<file path="config.mk">
export PLATFORM = sky130hd
export DESIGN_NAME = omni_drive_wheel_mixer_core
export DESIGN_NICKNAME = d
export VERILOG_FILES = /design/src/sv/odwm_pkg.sv /design/src/sv/odwm_angle_stage.sv /design/src/sv/odwm_mix_stage.sv /design/src/sv/omni_drive_wheel_mixer_core.sv
export SDC_FILE = /design/constraint.sdc
export NUM_CORES = 1
export LEC_CHECK = 0
export ABC_AREA = 1
export BUFFER_PORTS_ARGS = -buffer_cell sky130_fd_sc_hd__buf_4
export CORE_MARGIN = 3
export CORE_UTILIZATION = 57
export CTS_CLUSTER_DIAMETER = 50
export CTS_CLUSTER_SIZE = 16
export DETAILED_ROUTE_END_ITERATION = 7
export PLACE_DENSITY_LB_ADDON = 0.08
export SLEW_MARGIN = 20
export SYNTH_ARGS = -nofsm -noshare
export SYNTH_HDL_FRONTEND = slang
export SYNTH_SLANG_ARGS = --single-unit
</file>
<file path="constraint.sdc">
create_clock -name clk -period 10.5 [get_ports clk]
set_input_delay 2.1 -clock clk [delete_from_list [all_inputs] [get_ports clk]]
set_output_delay 2.1 -clock clk [all_outputs]
set_load 0.02 [all_outputs]
</file>
<file path="src/sv/odwm_pkg.sv">
// Shared types, constants and tables for the omni-drive wheel mixer.
`timescale 1ns / 1ps

package odwm_pkg;

    // Field widths
    localparam int SPEED_W   = 7;
    localparam int HEADING_W = 11;
    localparam int TRIM_W    = 8;
    localparam int WHEEL_W   = 9;
    localparam int N_WHEELS  = 4;

    // Tangent scaling: Q.TAN_FRAC_BITS, tan(45) is exactly 1.0
    localparam int TAN_FRAC_BITS = 12;
    localparam int TQ_W          = TAN_FRAC_BITS + 1;
    localparam int TAN_SRC_FRAC  = 16;
    localparam int TAN_SRC_W     = TAN_SRC_FRAC + 1;
    localparam int TAN_ENTRIES   = 46;
    localparam int ARG_W         = 6;

    // Angle constants
    localparam int ANGLE_SHIFT = 315;
    localparam int FULL_TURN   = 360;
    localparam int OCT_SPAN    = 45;
    localparam int ANGLE_W     = 9;
    localparam int OCT_W       = 3;
    localparam int N_OCTANTS   = 8;

    // Wheel term selector: sign and magnitude source
    typedef enum logic [1:0] {
        TERM_POS_S,
        TERM_NEG_S,
        TERM_POS_T,
        TERM_NEG_T
    } term_t;

    // Octant decode result carried from the angle stage to the mixing stage
    typedef struct packed {
        logic [SPEED_W-1:0]       speed;
        logic signed [TRIM_W-1:0] trim;
        logic [OCT_W-1:0]         oct;
        logic [TQ_W-1:0]          tq;
    } angle_cmd_t;

    // round(tan(d deg) * 2^16), d = 0..45
    localparam logic [TAN_SRC_W-1:0] TAN_Q16 [TAN_ENTRIES] = '{
        17'd0,     17'd1144,  17'd2289,  17'd3435,  17'd4583,  17'd5734,
        17'd6888,  17'd8047,  17'd9210,  17'd10380, 17'd11556, 17'd12739,
        17'd13930, 17'd15130, 17'd16340, 17'd17560, 17'd18792, 17'd20036,
        17'd21294, 17'd22566, 17'd23853, 17'd25157, 17'd26478, 17'd27818,
        17'd29179, 17'd30560, 17'd31964, 17'd33392, 17'd34846, 17'd36327,
        17'd37837, 17'd39378, 17'd40951, 17'd42560, 17'd44205, 17'd45889,
        17'd47615, 17'd49385, 17'd51202, 17'd53070, 17'd54991, 17'd56970,
        17'd59009, 17'd61113, 17'd63287, 17'd65536
    };

    // Per octant, per wheel (wheel one first)
    localparam term_t OCT_MAP [N_OCTANTS][N_WHEELS] = '{
        '{TERM_NEG_S, TERM_POS_T, TERM_POS_S, TERM_NEG_T},
        '{TERM_NEG_T, TERM_POS_S, TERM_POS_T, TERM_NEG_S},
        '{TERM_POS_T, TERM_POS_S, TERM_NEG_T, TERM_NEG_S},
        '{TERM_POS_S, TERM_POS_T, TERM_NEG_S, TERM_NEG_T},
        '{TERM_POS_S, TERM_NEG_T, TERM_NEG_S, TERM_POS_T},
        '{TERM_POS_T, TERM_NEG_S, TERM_NEG_T, TERM_POS_S},
        '{TERM_NEG_T, TERM_NEG_S, TERM_POS_T, TERM_POS_S},
        '{TERM_NEG_S, TERM_NEG_T, TERM_POS_S, TERM_POS_T}
    };

    // Bring a Q16 tangent entry to Q.TAN_FRAC_BITS with rounding
    function automatic logic [TQ_W-1:0] tan_q(input logic [ARG_W-1:0] arg);
        logic [TAN_SRC_W+TAN_FRAC_BITS-1:0] wide;
        wide = ({{TAN_FRAC_BITS{1'b0}}, TAN_Q16[arg]} << TAN_FRAC_BITS)
             + (TAN_SRC_W+TAN_FRAC_BITS)'(1 << (TAN_SRC_FRAC - 1));
        return wide[TAN_SRC_FRAC+TAN_FRAC_BITS:TAN_SRC_FRAC];
    endfunction

endpackage

</file>
<file path="src/sv/odwm_angle_stage.sv">
// Heading reduction, octant split and tangent lookup, registered.
`timescale 1ns / 1ps

module odwm_angle_stage
(
    input  logic                                 clk,
    input  logic                                 rst_n,
    input  logic                                 in_valid,
    output logic                                 in_ready,
    input  logic [odwm_pkg::SPEED_W-1:0]         speed,
    input  logic signed [odwm_pkg::HEADING_W-1:0] heading_deg,
    input  logic signed [odwm_pkg::TRIM_W-1:0]   turn_offset,
    output logic                                 out_valid,
    input  logic                                 out_ready,
    output odwm_pkg::angle_cmd_t                 out_cmd
);

    // Offset keeps the shifted heading positive over the whole input range
    localparam int SUM_W    = odwm_pkg::HEADING_W + 1;
    localparam int BIAS     = odwm_pkg::ANGLE_SHIFT + 2 * odwm_pkg::FULL_TURN;
    localparam int STEP_4   = 4 * odwm_pkg::FULL_TURN;
    localparam int STEP_2   = 2 * odwm_pkg::FULL_TURN;
    localparam int STEP_1   = odwm_pkg::FULL_TURN;

    logic [SUM_W-1:0]                  sum0;
    logic [SUM_W-1:0]                  sum1;
    logic [SUM_W-1:0]                  sum2;
    logic [SUM_W-1:0]                  sum3;
    logic [odwm_pkg::ANGLE_W-1:0]      angle;
    logic [odwm_pkg::OCT_W-1:0]        oct;
    logic [odwm_pkg::ANGLE_W-1:0]      oct_base;
    logic [odwm_pkg::ARG_W-1:0]        rem;
    logic [odwm_pkg::ARG_W-1:0]        arg;
    odwm_pkg::angle_cmd_t              cmd_next;
    odwm_pkg::angle_cmd_t              cmd_reg;
    logic                              valid_reg;
    logic                              valid_next;

    // Reduce modulo 360 by three compare-and-subtract steps
    always_comb
    begin
        sum0 = SUM_W'(unsigned'(SUM_W'(heading_deg))) + SUM_W'(BIAS);
        sum1 = (sum0 >= SUM_W'(STEP_4)) ? sum0 - SUM_W'(STEP_4) : sum0;
        sum2 = (sum1 >= SUM_W'(STEP_2)) ? sum1 - SUM_W'(STEP_2) : sum1;
        sum3 = (sum2 >= SUM_W'(STEP_1)) ? sum2 - SUM_W'(STEP_1) : sum2;
        angle = sum3[odwm_pkg::ANGLE_W-1:0];
    end

    // Octant by parallel threshold compares
    always_comb
    begin
        oct      = '0;
        oct_base = '0;
        for (int k = 1; k < odwm_pkg::N_OCTANTS; k++)
        begin
            if (angle >= odwm_pkg::ANGLE_W'(k * odwm_pkg::OCT_SPAN))
            begin
                oct      = odwm_pkg::OCT_W'(k);
                oct_base = odwm_pkg::ANGLE_W'(k * odwm_pkg::OCT_SPAN);
            end
        end
        rem = odwm_pkg::ARG_W'(angle - oct_base);
        arg = oct[0] ? odwm_pkg::ARG_W'(odwm_pkg::OCT_SPAN) - rem : rem;
    end

    always_comb
    begin
        cmd_next.speed = speed;
        cmd_next.trim  = turn_offset;
        cmd_next.oct   = oct;
        cmd_next.tq    = odwm_pkg::tan_q(arg);
    end

    // Advance whenever the stage is empty or its contents are being taken
    assign in_ready   = !valid_reg || out_ready;
    assign valid_next = in_ready ? in_valid : valid_reg;

    always_ff @(posedge clk or negedge rst_n)
    begin
        if (!rst_n)
        begin
            valid_reg <= 1'b0;
        end
        else
        begin
            valid_reg <= valid_next;
        end
    end

    always_ff @(posedge clk)
    begin
        if (in_ready && in_valid)
        begin
            cmd_reg <= cmd_next;
        end
    end

    assign out_valid = valid_reg;
    assign out_cmd   = cmd_reg;

endmodule

</file>
<file path="src/sv/odwm_mix_stage.sv">
// Wheel term mixing with trim and truncation toward zero, registered.
`timescale 1ns / 1ps

module odwm_mix_stage
(
    input  logic                                clk,
    input  logic                                rst_n,
    input  logic                                in_valid,
    output logic                                in_ready,
    input  odwm_pkg::angle_cmd_t                in_cmd,
    output logic                                out_valid,
    input  logic                                out_ready,
    output logic signed [odwm_pkg::WHEEL_W-1:0] wheel1_speed,
    output logic signed [odwm_pkg::WHEEL_W-1:0] wheel2_speed,
    output logic signed [odwm_pkg::WHEEL_W-1:0] wheel3_speed,
    output logic signed [odwm_pkg::WHEEL_W-1:0] wheel4_speed
);

    localparam int F     = odwm_pkg::TAN_FRAC_BITS;
    localparam int V_W   = F + odwm_pkg::WHEEL_W;
    localparam int PROD_W = odwm_pkg::SPEED_W + odwm_pkg::TQ_W;

    logic [PROD_W-1:0]                  prod;
    logic [V_W-1:0]                     mag_s;
    logic [V_W-1:0]                     mag_t;
    logic [odwm_pkg::TRIM_W-1:0]        cw;
    logic [odwm_pkg::TRIM_W-1:0]        ccw;
    logic [V_W-1:0]                     cw_sh;
    logic [V_W-1:0]                     ccw_sh;
    logic [V_W-1:0]                     v     [odwm_pkg::N_WHEELS];
    logic [V_W-1:0]                     v_adj [odwm_pkg::N_WHEELS];
    logic [odwm_pkg::WHEEL_W-1:0]       wheel_next [odwm_pkg::N_WHEELS];
    logic [odwm_pkg::WHEEL_W-1:0]       wheel_reg  [odwm_pkg::N_WHEELS];
    logic                               valid_reg;
    logic                               valid_next;

    always_comb
    begin
        prod   = PROD_W'(in_cmd.speed) * PROD_W'(in_cmd.tq);
        mag_t  = V_W'(prod);
        mag_s  = V_W'({in_cmd.speed, {F{1'b0}}});
        // Clockwise trim is the magnitude of a negative offset (-128 gives 128)
        cw     = in_cmd.trim[odwm_pkg::TRIM_W-1] ? odwm_pkg::TRIM_W'(-in_cmd.trim) : '0;
        ccw    = (!in_cmd.trim[odwm_pkg::TRIM_W-1]) ? unsigned'(in_cmd.trim) : '0;
        cw_sh  = V_W'({cw, {F{1'b0}}});
        ccw_sh = V_W'({ccw, {F{1'b0}}});
    end

    always_comb
    begin
        for (int w = 0; w < odwm_pkg::N_WHEELS; w++)
        begin
            case (odwm_pkg::OCT_MAP[in_cmd.oct][w])
                odwm_pkg::TERM_POS_S: v[w] = mag_s - cw_sh;
                odwm_pkg::TERM_NEG_S: v[w] = ccw_sh - mag_s;
                odwm_pkg::TERM_POS_T: v[w] = mag_t - cw_sh;
                odwm_pkg::TERM_NEG_T: v[w] = ccw_sh - mag_t;
                default:              v[w] = '0;
            endcase
            // Bias negative values so the arithmetic shift rounds toward zero
            v_adj[w] = v[w][V_W-1] ? v[w] + V_W'({F{1'b1}}) : v[w];
            wheel_next[w] = v_adj[w][V_W-1:F];
        end
    end

    assign in_ready   = !valid_reg || out_ready;
    assign valid_next = in_ready ? in_valid : valid_reg;

    always_ff @(posedge clk or negedge rst_n)
    begin
        if (!rst_n)
        begin
            valid_reg <= 1'b0;
        end
        else
        begin
            valid_reg <= valid_next;
        end
    end

    always_ff @(posedge clk)
    begin
        if (in_ready && in_valid)
        begin
            wheel_reg <= wheel_next;
        end
    end

    assign out_valid    = valid_reg;
    assign wheel1_speed = signed'(wheel_reg[0]);
    assign wheel2_speed = signed'(wheel_reg[1]);
    assign wheel3_speed = signed'(wheel_reg[2]);
    assign wheel4_speed = signed'(wheel_reg[3]);

endmodule

</file>
<file path="src/sv/omni_drive_wheel_mixer_core.sv">
// Top level of the omni-drive wheel mixer: stream ports and the two-stage pipeline.
`timescale 1ns / 1ps

// Channel  | Dir | tdata bits | Fields, lowest bit first
// ---------+-----+------------+---------------------------------------------------
// s_axis   | in  | 32         | speed[6:0], heading_deg[17:7], turn_offset[25:18]
// m_axis   | out | 40         | wheel1..wheel4 speed, 9 bits each from bit 0
//
// One transaction is accepted per cycle when the pipeline is flowing; each
// command passes through the registered angle stage (modulo reduction,
// octant split, tangent lookup) and then the registered mixing stage
// (speed times tangent, trim, truncation).
// Reset clears the valid flags of both stages; the payload registers are not
// reset. A stall on m_axis holds the result register and backs up through the
// stages; a stage still takes a new transaction whenever its own contents leave.

module omni_drive_wheel_mixer_core
(
    input  logic        clk,
    input  logic        rst_n,
    input  logic        s_axis_tvalid,
    output logic        s_axis_tready,
    input  logic [31:0] s_axis_tdata,   // speed, heading_deg, turn_offset, zero pad
    output logic        m_axis_tvalid,
    input  logic        m_axis_tready,
    output logic [39:0] m_axis_tdata    // wheel1, wheel2, wheel3, wheel4, zero pad
);

    localparam int HEAD_LO = odwm_pkg::SPEED_W;
    localparam int TRIM_LO = HEAD_LO + odwm_pkg::HEADING_W;
    localparam int IN_USED = TRIM_LO + odwm_pkg::TRIM_W;
    localparam int OUT_USED = odwm_pkg::N_WHEELS * odwm_pkg::WHEEL_W;

    logic [odwm_pkg::SPEED_W-1:0]          speed;
    logic signed [odwm_pkg::HEADING_W-1:0] heading_deg;
    logic signed [odwm_pkg::TRIM_W-1:0]    turn_offset;
    logic                                  angle_valid;
    logic                                  mix_ready;
    odwm_pkg::angle_cmd_t                  angle_cmd;
    logic signed [odwm_pkg::WHEEL_W-1:0]   wheel1_speed;
    logic signed [odwm_pkg::WHEEL_W-1:0]   wheel2_speed;
    logic signed [odwm_pkg::WHEEL_W-1:0]   wheel3_speed;
    logic signed [odwm_pkg::WHEEL_W-1:0]   wheel4_speed;

    // Unpack the command transaction
    assign speed       = s_axis_tdata[HEAD_LO-1:0];
    assign heading_deg = signed'(s_axis_tdata[TRIM_LO-1:HEAD_LO]);
    assign turn_offset = signed'(s_axis_tdata[IN_USED-1:TRIM_LO]);

    odwm_angle_stage u_angle
    (
        .clk         (clk),
        .rst_n       (rst_n),
        .in_valid    (s_axis_tvalid),
        .in_ready    (s_axis_tready),
        .speed       (speed),
        .heading_deg (heading_deg),
        .turn_offset (turn_offset),
        .out_valid   (angle_valid),
        .out_ready   (mix_ready),
        .out_cmd     (angle_cmd)
    );

    odwm_mix_stage u_mix
    (
        .clk          (clk),
        .rst_n        (rst_n),
        .in_valid     (angle_valid),
        .in_ready     (mix_ready),
        .in_cmd       (angle_cmd),
        .out_valid    (m_axis_tvalid),
        .out_ready    (m_axis_tready),
        .wheel1_speed (wheel1_speed),
        .wheel2_speed (wheel2_speed),
        .wheel3_speed (wheel3_speed),
        .wheel4_speed (wheel4_speed)
    );

    // Pack the result transaction, wheel one lowest
    assign m_axis_tdata = {{(40 - OUT_USED){1'b0}},
                           wheel4_speed, wheel3_speed, wheel2_speed, wheel1_speed};

endmodule
</file>
## Word level (Yosys, flattened, before mapping)

Memories as Yosys holds them, arrays and structs flattened.
Index checks and enable logic that the tools add are counted.

- Bits in writable memories: 0
- Register bits after elaboration: 69
- Bits of input ports: 36
- Bits in read-only memories: 1152
- Latch bits: 0
- Memories kept: 2
- Output and inout port bits: 42
- Word-level logic and storage cells: 105

Memories:

| name | words | width | rd ports | clocked after Yosys merged registers in | wr ports | line | text |
|---|---|---|---|---|---|---|---|
| (name not given) | 64 | 17 | 1 | 0 | 0 | odwm_pkg.sv:72 | `wide = ({{TAN_FRAC_BITS{1'b0}}, TAN_Q16[arg]} << TAN_FRAC_BITS)` |
| (name not given) | 8 | 8 | 1 | 0 | 0 | odwm_mix_stage.sv:53 | `case (odwm_pkg::OCT_MAP[in_cmd.oct][w])` |

- Equal/unequal tests: 12
- Multiply operators: 1
- Reduce and logical (&&, ||, !) cells: 12
- $lt $le $gt $ge: 12
- Div/mod/pow operators: 0
- Add/sub/neg operators: 16
- Bitwise operators: 2
- Mux-type cells: 32
- Shifts and indexed selects: 0

Operators by type and width:

| cell | number |
|---|---|
| $pmux 21 s4 | 4 |
| $add 21x12->21 const B | 4 |
| $mux 20 | 4 |
| $mux 6 | 8 |
| $sub 20x20->21 | 2 |
| $mux 17 | 2 |
| $add 29x16->29 const B | 1 |
| $ge 9x8->1 const B | 3 |
| $mux 12 | 2 |
| $mux 8 | 3 |
| $sub 19x20->21 | 1 |
| $sub 20x19->21 | 1 |
| $mul 7x13->20 | 1 |
| $ge 9x9->1 const B | 2 |
| $eq 2x2->1 const B | 8 |
| $add 12x11->12 const B | 1 |
| $ge 12x10->1 const B | 1 |
| $ge 12x11->1 const B | 1 |
| $ge 12x9->1 const B | 1 |
| $sub 12x10->12 const B | 1 |
| $sub 12x11->12 const B | 1 |
| $ge 9x6->1 const B | 1 |
| $ge 9x7->1 const B | 1 |
| $mux 9 | 1 |
| 19 further kinds | 32 |

## Depth between registers and ports, before layout

Gate-level depths: netlist (run 1).

- Depth after elaboration: 23
- Depth in mapped cells: 63
- Depth with buffers taken out: 62

## Cells and area by module

A second synthesis (run 1) with hierarchy kept.

- Cells, all modules: 1901
- Area, all modules: 12386.9 sq um

Modules (own cells, without submodules):

| module | times used | seq. area each (sq um) | cells each | area each (sq um) |
|---|---|---|---|---|
| odwm_mix_stage | 1 | 1106.1 | 1326 | 8478.1 |
| odwm_angle_stage | 1 | 955.9 | 570 | 3875.0 |
| omni_drive_wheel_mixer_core | 1 | 0.0 | 5 | 33.8 |

## Worst setup path before layout (run 1)

Ideal clock, no wire load.

- Path type: input to register
- Start point: in s_axis_tdata[7]
- End point: reg u_angle.cmd_reg (netlist bit u_angle.out_cmd[5]) (data pin)
- Library setup time: 258 ps
- Buffers on the path: 1
- Setup slack: 2369 ps
- Cell stages on the path: 53
- Data required time: 10242 ps
- Data arrival time: 7873 ps
- Path through: inv_1 ha_1 inv_1 nand2_1 nand2_2 nand3_1 nand2_1 ha_1 nand3_1 nor2_1 nand3_2 nand3_4 nand4_1 nand2_1 nor2_2 nand2_4 nand2_4 nand2_1 (+17 left out) xor2_1 ha_1 inv_1 o21ai_0 inv_1 nand2_1 nand2_1 nand2_2 buf_4 nand2_1 o21ai_1 nand2_1 nand2_1 ha_1 nand3_1 nor2_4 nand2_1 xnor2_1

RTL lines:

| item | line | text |
|---|---|---|
| from (decl) | omni_drive_wheel_mixer_core.sv:23 | `input logic [31:0] s_axis_tdata,` |
| to (signal assigned) | odwm_angle_stage.sv:94 | `cmd_reg <= cmd_next;` |
| to (decl) | odwm_angle_stage.sv:35 | `odwm_pkg::angle_cmd_t cmd_reg;` |

==> reports/qor.csv, run 1 <==
stage,metric,value,unit
grt,grt_max_degree,37,
logic_synthesis,synth_compound_area_share,13.4,%
setup_path,r2r_cells,46,
detailed_routing,drc,0,
detailed_routing,ant_nets,0,
timing,setup_viol,0,
clock_tree,htree_levels,3,
die,die_w,147,um
setup_path,reg2reg_slack,1.75,ns
timing,setup_tns,0,ns
die,start_util,59.3,%
logic_synthesis,synth_seq_area_share,18.2,%
worst_hold_path,holdPathStages,2,
detailed_routing,top_layer_used,met4,
timing,fin_crit,9.16,ns
logic_synthesis,yosysTopAreaCellShare,17.8,%
setup_path,crit_path_max_fanout,34,
timing,fin_worst_skew,0.00651,ns
die,die-area,0.0216,mm2
worst_hold_path,min_to,u_mix.out_valid,
grt,antenna_found_initial,0,
die,io-pin-count,78,
outcome,status,completed,
clock_tree,cts-root-buf,clkbuf_16,
placement,port_buffers,67,
logic_synthesis,synth_area_leaders,"edfxtp_1 18%, nand2_1 13%, fa_1 10%",
grt,gr-usage-all-layers,28.6,%
logic_synthesis,synthAdderAreaFrac,19.9,%
logic_synthesis,syn_avg_cell_area,6.85,um2
setup_path,required,10.61,ns
detailed_routing,drt_first_pass_iters,6,
logic_synthesis,synth.distinct_cells,55,
setup_path,cpMostUsedCell,nand2_1,
logic_synthesis,ys_seq_elements,69,
detailed_routing,num_vias,11000,
setup_path,critPathCaptureType,flop,
timing,maxSlewHeadroom,28.2,%
layout,syn_to_final_growth,8.93,%
worst_hold_path,hold_start,u_angle.out_valid,
logic_synthesis,synth_top_family_by_area,simple AND/OR/NAND/NOR gates,
clock_tree,postCtsSetupBuffers,0,
timing,finalHoldViolCount,0,
clock_tree,cts_tree,done,
die,rows,50,
logic_synthesis,synth_edf_count,67,
logic_synthesis,synth_top_area_cell,edfxtp_1,
logic_synthesis,synth_xor_area_share,5.80,%
timing,max_freq,109,MHz
detailed_routing,wl_met2,13400,um
setup_path,max_stage_delay,0.39,ns
grt,grt-ovfl-total,0,
layout,drive_above_1_share,11.1,%
layout,layout_common_cells,"395 x nand2_1, 288 x inv_1, 128 x nor2_1",
grt,grt_pass1_wl,51000,um
logic_synthesis,synthSimpleGateAreaFrac,30.6,%
detailed_routing,wl_met1,13900,um
timing,drv_slew,0,
detailed_routing,wirelength,30300,um
clock_tree,clk_pin_slew,0.06,ns
setup_path,critical_path_class,in -> reg,
setup_path,rr_startpoint,u_angle.out_cmd[27],
timing,max_slew.worst_pin.slew,1.07,ns
clock_tree,insertion_delay,0.35,ns
setup_path,start_kind,input pin,
placement,dp_hpwl,24200,um
logic_synthesis,syn_inst,1652,
logic_synthesis,synth_warnings,0,
clock_tree,cts_resized,0,
clock_tree,cts_buffers,9,
detailed_routing,wl_met3,2450,um
die,coreArea,0.0191,mm2
timing,rsz0062_at_grt,false,
setup_path,cp_slowest_cell,fa_1,
worst_hold_path,hold_path.class,reg -> reg,
logic_synthesis,ys.flop_type,edfxtp_1,
detailed_routing,wl_per_cell,15.4,um
setup_path,arrival,9.27,ns
layout,mostFrequentLayoutCell,nand2_1,
detailed_routing,dr.first_iter.drc_count,885,
clock_tree,ctsHoldBuffers,0,
run,drv_cap,0,
grt,grt_pass1_vias,10400,
layout,antennaDiodeCount,0,
die,die_y,147,um
detailed_routing,via_per_inst,5.58,
placement,gp_congestion,0.961,
timing,period_share,87.2,%
layout,num-fill-cells,1847,
logic_synthesis,netlist_area,0.0113,mm2
logic_synthesis,async_flop_share,2.90,%
setup_path,reg2reg_to,u_mix.wheel1_speed[7],
clock_tree,clock_sinks,69,
logic_synthesis,synth.area.mux_share,0,%
clock_tree,cts_buffer_depth,2,
layout,fin_nets,1880,
[per-stage QoR]
| stage | std cells | instance area, um2 | utilization, % | worst slack, ns | hold slack [ns] |
|---|---|---|---|---|---|
| after floorplan | 1655 | 11300 | - | 2.37 | 0.447 |
| after global placement | 1947 | 12000 | 62.9 | 1.11 | 0.491 |
| after detailed placement | 1947 | 12000 | 62.9 | 1.00 | 0.506 |
| after CTS | 1963 | 12300 | 64.5 | 1.35 | 0.522 |
| after global routing | 1964 | 12300 | 64.6 | 0.531 | 0.565 |
| final | 1964 | 12300 | 64.6 | 1.34 | 0.512 |
[worst max-delay path by stage]
stage | startpoint | endpoint | slack (ns) | cells past startpoint
floorplan | s_axis_tdata[7] | u_angle.out_cmd[5] | 2.37 | 53
global placement | s_axis_tdata[7] | u_angle.out_cmd[5] | 1.11 | 50
detailed placement | s_axis_tdata[7] | u_angle.out_cmd[5] | 1.00 | 54
CTS | s_axis_tdata[7] | u_angle.out_cmd[5] | 1.35 | 50
global route | s_axis_tdata[7] | u_angle.out_cmd[9] | 0.53 | 56
finish | s_axis_tdata[7] | u_angle.out_cmd[5] | 1.34 | 55
[state kept, by name (all words and copies together) (netlist names)]
signal and count:
u_mix.wheel2_speed 9, u_angle.out_valid 1, u_mix.wheel4_speed 9, u_mix.wheel1_speed 9, u_mix.out_valid 1, u_angle.out_cmd 31
u_mix.wheel3_speed 9
[per-layer routing]
metal | vias to the layer above | global-route usage, %
li1 | 5445 | -
met5 | - | 0
met4 | 0 | 7.18
met2 | 388 | 44.7
met3 | 48 | 6.20
met1 | 5070 | 40.8
[synthesized netlist by cell type, types with 2 or more instances]
master    instances
nor3b_1           2
nand3_2           6
buf_4             8
xor2_1           60
o21ai_1           8
nor2_4            7
a22oi_1          20
nand2_4          12
or2_2             9
inv_1           288
a211oi_1          4
fa_1             58
nand2_8           2
xnor2_1          15
buf_2             4
a21o_1            3
o21a_1            4
nand2_1         395
a21boi_0          4
buf_1             2
nor2_2            9
a221oi_1         12
and2_1            3
o31ai_1           2
o22ai_1          39
inv_2            18
nand3b_1          3
nand2_2          26
edfxtp_1         67
o21ai_2           3
clkbuf_1         24
nand4_1          22
buf_6             3
a21oi_1          69
nand3_1         115
a41o_1            2
ha_1             87
o21bai_1          8
nor3_1           13
nor2_1          128
dfrtp_1           2
nor4_1            6
a21oi_2           2
o21ai_0          67
[cell type report]
type	count	area (um2)	share of cell area, %
tap	260	325	2.64
clock buffer	9	225	1.83
multi-input combinational	1237	7910	64.2
timing repair buffer	74	576	4.67
inverter	308	1160	9.40
clock inverter	7	73.8	0.599
sequential	69	2060	16.7
[critical path, delay by kind of cell]
family	cells	cell delay [ns]
AO/OA/AOI/OAI	1	0.12
XOR/XNOR	3	0.58
adder cells (fa/ha/maj)	6	1.34
buffers and inverters	6	0.61
AND/OR/NAND/NOR	39	4.44
[logic make-up (layout without fill, tap and decap cells)]
family	after synthesis	after routing
fa+ha+maj	145	145
buf+inv	349	398
simple gates	762	762
flops	69	69
other cells	1	4
xor+xnor	75	75
compound gates	251	251
Power of run 1 is left out: the tool's default activity adds up to more than one toggle a clock period on the data nets, which glitch-free logic cannot reach.
==> run 2: changes to the inputs <==
--- a/config.mk
+++ b/config.mk
@@ -5,7 +5,6 @@
 export SDC_FILE = /design/constraint.sdc
 export NUM_CORES = 1
 export LEC_CHECK = 0
-export ABC_AREA = 1
 export BUFFER_PORTS_ARGS = -buffer_cell sky130_fd_sc_hd__buf_4
 export CORE_MARGIN = 3
 export CORE_UTILIZATION = 57
==> reports/qor.csv, run 2 <==
stage,metric,value,unit
logic_synthesis,syn_inst,1393,
detailed_routing,drt_first_pass_iters,5,
logic_synthesis,async_flop_share,2.90,%
timing,finalHoldViolCount,0,
timing,maxSlewHeadroom,35.0,%
detailed_routing,num_vias,10200,
layout,syn_to_final_growth,11.9,%
setup_path,cp_slowest_cell,mux2_2,
setup_path,arrival,10.02,ns
logic_synthesis,yosysMostFrequentCell,nand2_1,
logic_synthesis,synth_compound_area_share,21.0,%
setup_path,required,10.58,ns
placement,dp_hpwl,22500,um
die,io-pin-count,78,
timing,setup_viol,0,
layout,fin_nets,1649,
worst_hold_path,hold_path.class,reg -> reg,
layout,post-route-util,65.8,%
setup_path,cpMostUsedCell,ha_1,
setup_path,max_stage_delay,0.46,ns
die,die-area,0.0221,mm2
clock_tree,ctsHoldBuffers,0,
setup_path,reg2reg_slack,2.49,ns
die,coreArea,0.0197,mm2
timing,fin_crit,9.94,ns
logic_synthesis,synth_area_leaders,"edfxtp_1 17%, fa_1 10%, ha_1 9.4%",
clock_tree,clk_pin_slew,0.07,ns
logic_synthesis,syn_avg_cell_area,8.32,um2
clock_tree,insertion_delay,0.34,ns
logic_synthesis,ys.flop_type,edfxtp_1,
detailed_routing,drc,0,
logic_synthesis,synth_top_family_by_area,compound AO/OA/AOI/OAI gates,
clock_tree,cts_tree,done,
logic_synthesis,synth_xor_area_share,9.69,%
timing,drv_slew,0,
placement,port_buffers,67,
grt,grt-ovfl-total,0,
logic_synthesis,synthSimpleGateAreaFrac,20.5,%
clock_tree,cts_buffer_depth,2,
logic_synthesis,yosysTopAreaCellShare,17.4,%
logic_synthesis,synth.area.mux_share,4.92,%
detailed_routing,wl_per_cell,16.2,um
detailed_routing,via_per_inst,5.89,
layout,antennaDiodeCount,0,
grt,grt_pass1_wl,47000,um
setup_path,start_kind,input pin,
logic_synthesis,synth_warnings,0,
outcome,status,completed,
detailed_routing,dr.first_iter.drc_count,698,
setup_path,critical_path_class,in -> reg,
die,rows,51,
detailed_routing,ant_nets,0,
timing,max_slew.worst_pin.slew,0.968,ns
timing,fin_ws,0.557,ns
placement,place_area,0.0126,mm2
clock_tree,cts-root-buf,clkbuf_16,
grt,gr-usage-all-layers,25.6,%
detailed_routing,wirelength,28200,um
clock_tree,cts_buffers,9,
clock_tree,clock_sinks,69,
logic_synthesis,synth_common_cells,"175 x nand2_1, 125 x inv_1, 93 x nor2_1",
grt,grt_pass1_vias,9763,
timing,holdWs,0.500,ns
timing,rsz0062_at_grt,false,
die,die_w,149,um
die,start_util,58.8,%
layout,fin_area,0.0130,mm2
logic_synthesis,netlist_area,0.0116,mm2
layout,largest_reg_flops,31,
die,die_y,149,um
logic_synthesis,ys_seq_elements,69,
logic_synthesis,synth.distinct_cells,107,
setup_path,crit_path_max_fanout,12,
layout,mostFrequentLayoutCell,nand2_1,
placement,post-place-ws,0.0103,ns
logic_synthesis,synth_seq_area_share,17.8,%
logic_synthesis,synth_edf_count,67,
timing,fin_worst_skew,0.0149,ns
setup_path,critPathCaptureType,flop,
layout,num-fill-cells,1725,
layout,layout_common_cells,"175 x nand2_1, 125 x inv_1, 120 x buf_4",
logic_synthesis,synthAdderAreaFrac,19.4,%
clock_tree,htree_levels,3,
timing,period_share,94.7,%
run,drv_cap,0,
timing,max_freq,101,MHz
grt,grt_max_degree,37,
logic_synthesis,synth_top_area_cell,edfxtp_1,
placement,gp_congestion,0.961,
layout,drive_above_1_share,15.1,%
grt,antenna_found_initial,0,
## run 2: cell count changes after synthesis, sizes merged, moves of 16 or more
cell	previous run	this run
nor2	144	96
nand2b	0	24
mux2i	0	48
inv	307	127
a21o	3	20
xnor2	15	80
nand3	122	42
a22oi	20	4
and2	4	39
nor3	13	30
xor2	60	44
nand2	435	175
o22ai	39	1
## run 2: logic make-up after synthesis
family          after synthesis
simple gates                483
mux                          54
buf+inv                     186
compound gates              331
other cells                   1
flops                        69
xor+xnor                    124
fa+ha+maj                   145
## run 2: worst paths after layout
check | cells after the start | to | start
max | 38 | u_angle.out_cmd[9] | s_axis_tdata[7]
min | 1 | u_mix.out_valid | u_angle.out_valid
max reg2reg | 32 | u_mix.wheel4_speed[6] | u_angle.out_cmd[30]
min reg2reg | 1 | u_mix.out_valid | u_angle.out_valid
max in group asynchronous | 1 | u_mix.out_valid | rst_n
min in group asynchronous | 1 | u_angle.out_valid | rst_n
## run 2: worst max-delay path, delay by kind of cell
| family | cells | cell delay (ns) |
|---|---|---|
| xor+xnor | 4 | 0.67 |
| simple gates | 11 | 2.21 |
| compound gates | 9 | 2.21 |
| fa+ha+maj | 6 | 1.48 |
| mux | 1 | 0.46 |
| buf+inv | 7 | 0.85 |
## run 2: final cells by class
| type | count | area [um2] | share of cell area, % |
|---|---|---|---|
| Timing Repair Buffer | 120 | 901 | 6.95 |
| Clock buffer | 9 | 225 | 1.74 |
| Clock inverter | 7 | 103 | 0.791 |
| Multi-Input combinational cell | 1141 | 8870 | 68.4 |
| Tap cell | 265 | 332 | 2.56 |
| Inverter | 127 | 477 | 3.68 |
| Sequential cell | 69 | 2060 | 15.9 |
## run 2: timing repair
action	in CTS	in global routing
buffers inserted	0	0
resized for setup	0	15
endpoints found under the setup margin	0	11
## run 2: metrics by stage
stage                     std cells  TNS, ns
after floorplan                1396        0
after global placement         1722  -0.0103
after detailed placement       1722        0
after CTS                      1738        0
after global routing           1738        0
final                          1738        0
## run 2: per-layer routing
layer / share of wire [%] / wire length (um) / track usage (%) / vias to the layer above
li1: - / - / - / 5057
met3: 5.2 / 1460 / 2.71 / 43
met4: 1.8 / 514 / 6.65 / 0
met5: 0 / 0 / 0 / -
met1: 45 / 12800 / 35.8 / 4832
met2: 48 / 13400 / 42.7 / 304
Power of run 2 is left out for the same reason.
==> run 3: changes to the inputs <==
--- a/config.mk
+++ b/config.mk
@@ -11,8 +11,8 @@
 export CTS_CLUSTER_DIAMETER = 50
 export CTS_CLUSTER_SIZE = 16
 export DETAILED_ROUTE_END_ITERATION = 7
-export PLACE_DENSITY_LB_ADDON = 0.08
-export SLEW_MARGIN = 20
+export PLACE_DENSITY = 0.88
+export SLEW_MARGIN = 25
 export SYNTH_ARGS = -nofsm -noshare
 export SYNTH_HDL_FRONTEND = slang
 export SYNTH_SLANG_ARGS = --single-unit
==> reports/qor.csv, run 3 (synthesis gave the netlist of run 2 again) <==
stage,metric,value,unit
timing,fin_crit,10.0,ns
setup_path,critical_path_class,in -> reg,
clock_tree,cts_buffer_depth,2,
grt,grt_pass1_wl,48900,um
setup_path,r2r_cells,35,
layout,largest_reg_flops,31,
grt,grtUsageMet2,47.7,%
placement,gp_congestion,0.978,
clock_tree,insertion_delay,0.35,ns
worst_hold_path,holdPathStages,1,
clock_tree,cts_buffers,9,
layout,antennaDiodeCount,0,
grt,grt_pass1_vias,10400,
run,drv_cap,0,
layout,post-route-util,65.8,%
clock_tree,htree_levels,3,
layout,layout_common_cells,"175 x nand2_1, 125 x inv_1, 124 x buf_4",
timing,period_share,95.2,%
timing,setup_viol,0,
worst_hold_path,min_to,u_mix.out_valid,
die,die_y,149,um
layout,drive_above_1_share,15.2,%
layout,syn_to_final_growth,12.0,%
detailed_routing,dr.first_iter.drc_count,937,
detailed_routing,drt_first_pass_iters,8,
layout,fin_nets,1654,
detailed_routing,wirelength,30000,um
placement,place_area,0.0126,mm2
grt,gr-usage-all-layers,26.7,%
setup_path,cp_slowest_cell,or4_1,
grt,grt-ovfl-total,0,
grt,busiest_layer,met2,
grt,grt_max_degree,37,
layout,fin_area,0.0130,mm2
grt,grt_use_met3,2.89,%
die,start_util,58.8,%
setup_path,crit_path_start,s_axis_tdata[7],
setup_path,start_kind,input pin,
worst_hold_path,hold_start,u_angle.out_valid,
clock_tree,cts_tree,done,
setup_path,arrival,10.09,ns
timing,max_slew.worst_pin.slew,0.976,ns
timing,setup_tns,0,ns
outcome,status,completed,
layout,mostFrequentLayoutCell,nand2_1,
grt,antenna_found_initial,0,
grt,grt_use_met1,33.2,%
timing,drv_slew,0,
placement,port_buffers,67,
timing,max_freq,100,MHz
detailed_routing,ant_nets,0,
timing,maxSlewHeadroom,34.9,%
placement,dp_hpwl,23000,um
die,io-pin-count,78,
setup_path,max_stage_delay,0.56,ns
die,die-area,0.0221,mm2
clock_tree,ctsHoldBuffers,0,
detailed_routing,wl_per_cell,17.2,um
die,die_w,149,um
layout,final_cells,1743,
placement,dp_cells,1725,
setup_path,crit_path_max_fanout,12,
detailed_routing,num_vias,10700,
timing,fin_worst_skew,0.00900,ns
detailed_routing,drc,0,
timing,finalHoldViolCount,0,
clock_tree,clock_sinks,69,
detailed_routing,via_per_inst,6.14,
clock_tree,cts-root-buf,clkbuf_16,
setup_path,reg2reg_slack,2.11,ns
setup_path,required,10.59,ns
die,coreArea,0.0197,mm2
clock_tree,clk_pin_slew,0.06,ns
setup_path,critPathCaptureType,flop,
worst_hold_path,hold_path.class,reg -> reg,
setup_path,reg2reg_to,u_mix.wheel4_speed[7],
setup_path,rr_startpoint,u_angle.out_cmd[27],
timing,rsz0062_at_grt,false,
die,rows,51,
run 3: cell count changes in the layout (fill, tap and decap cells not counted), sizes merged:
| cell | before | now |
|---|---|---|
| buf | 120 | 125 |
run 3: final cells by class:
cell class | instances | area [um2]
tap | 265 | 332
multi-input combinational | 1141 | 8830
clock buffer | 9 | 225
timing repair buffer | 125 | 951
fill | 1540 | 6730
clock inverter | 7 | 105
sequential | 69 | 2060
inverter | 127 | 477
run 3: worst max-delay path by stage:
stage / end / slack, ns / cells after the start
6_report: u_angle.out_cmd[9] / 0.50 / 42
5_1_grt: u_angle.out_cmd[9] / 0.002 / 41
4_1_cts: u_angle.out_cmd[9] / 0.47 / 41
3_5_place_dp: u_angle.out_cmd[9] / 0.12 / 41
3_3_place_gp: u_angle.out_cmd[9] / 0.14 / 36
2_1_floorplan: u_angle.out_cmd[9] / 0.05 / 41
run 3: stage by stage:
stage,hold slack [ns],setup slack (ns)
floorplan,0.449,0.0546
global placement,0.466,0.145
detailed placement,0.483,0.115
CTS,0.494,0.467
global route,0.515,0.00186
finish,0.487,0.503
run 3: what timing repair did:
action | 4_1_cts | 5_1_grt
endpoints found under the setup margin | 0 | 7
gates resized for setup | 0 | 9
setup buffers | 0 | 2
run 3: worst max-delay path: cells and delay by family:
| kind | cells | cell delay [ns] |
|---|---|---|
| compound gates | 14 | 3.10 |
| fa+ha+maj | 6 | 1.37 |
| simple gates | 10 | 1.81 |
| xor+xnor | 3 | 0.59 |
| buf+inv | 9 | 1.11 |
run 3: per-layer routing:
layer | vias up | wire length (um)
met5 | - | 0
met4 | 0 | 940
met3 | 95 | 1690
met2 | 449 | 15200
met1 | 5095 | 12100
li1 | 5057 | -
Power of run 3 is left out for the same reason.
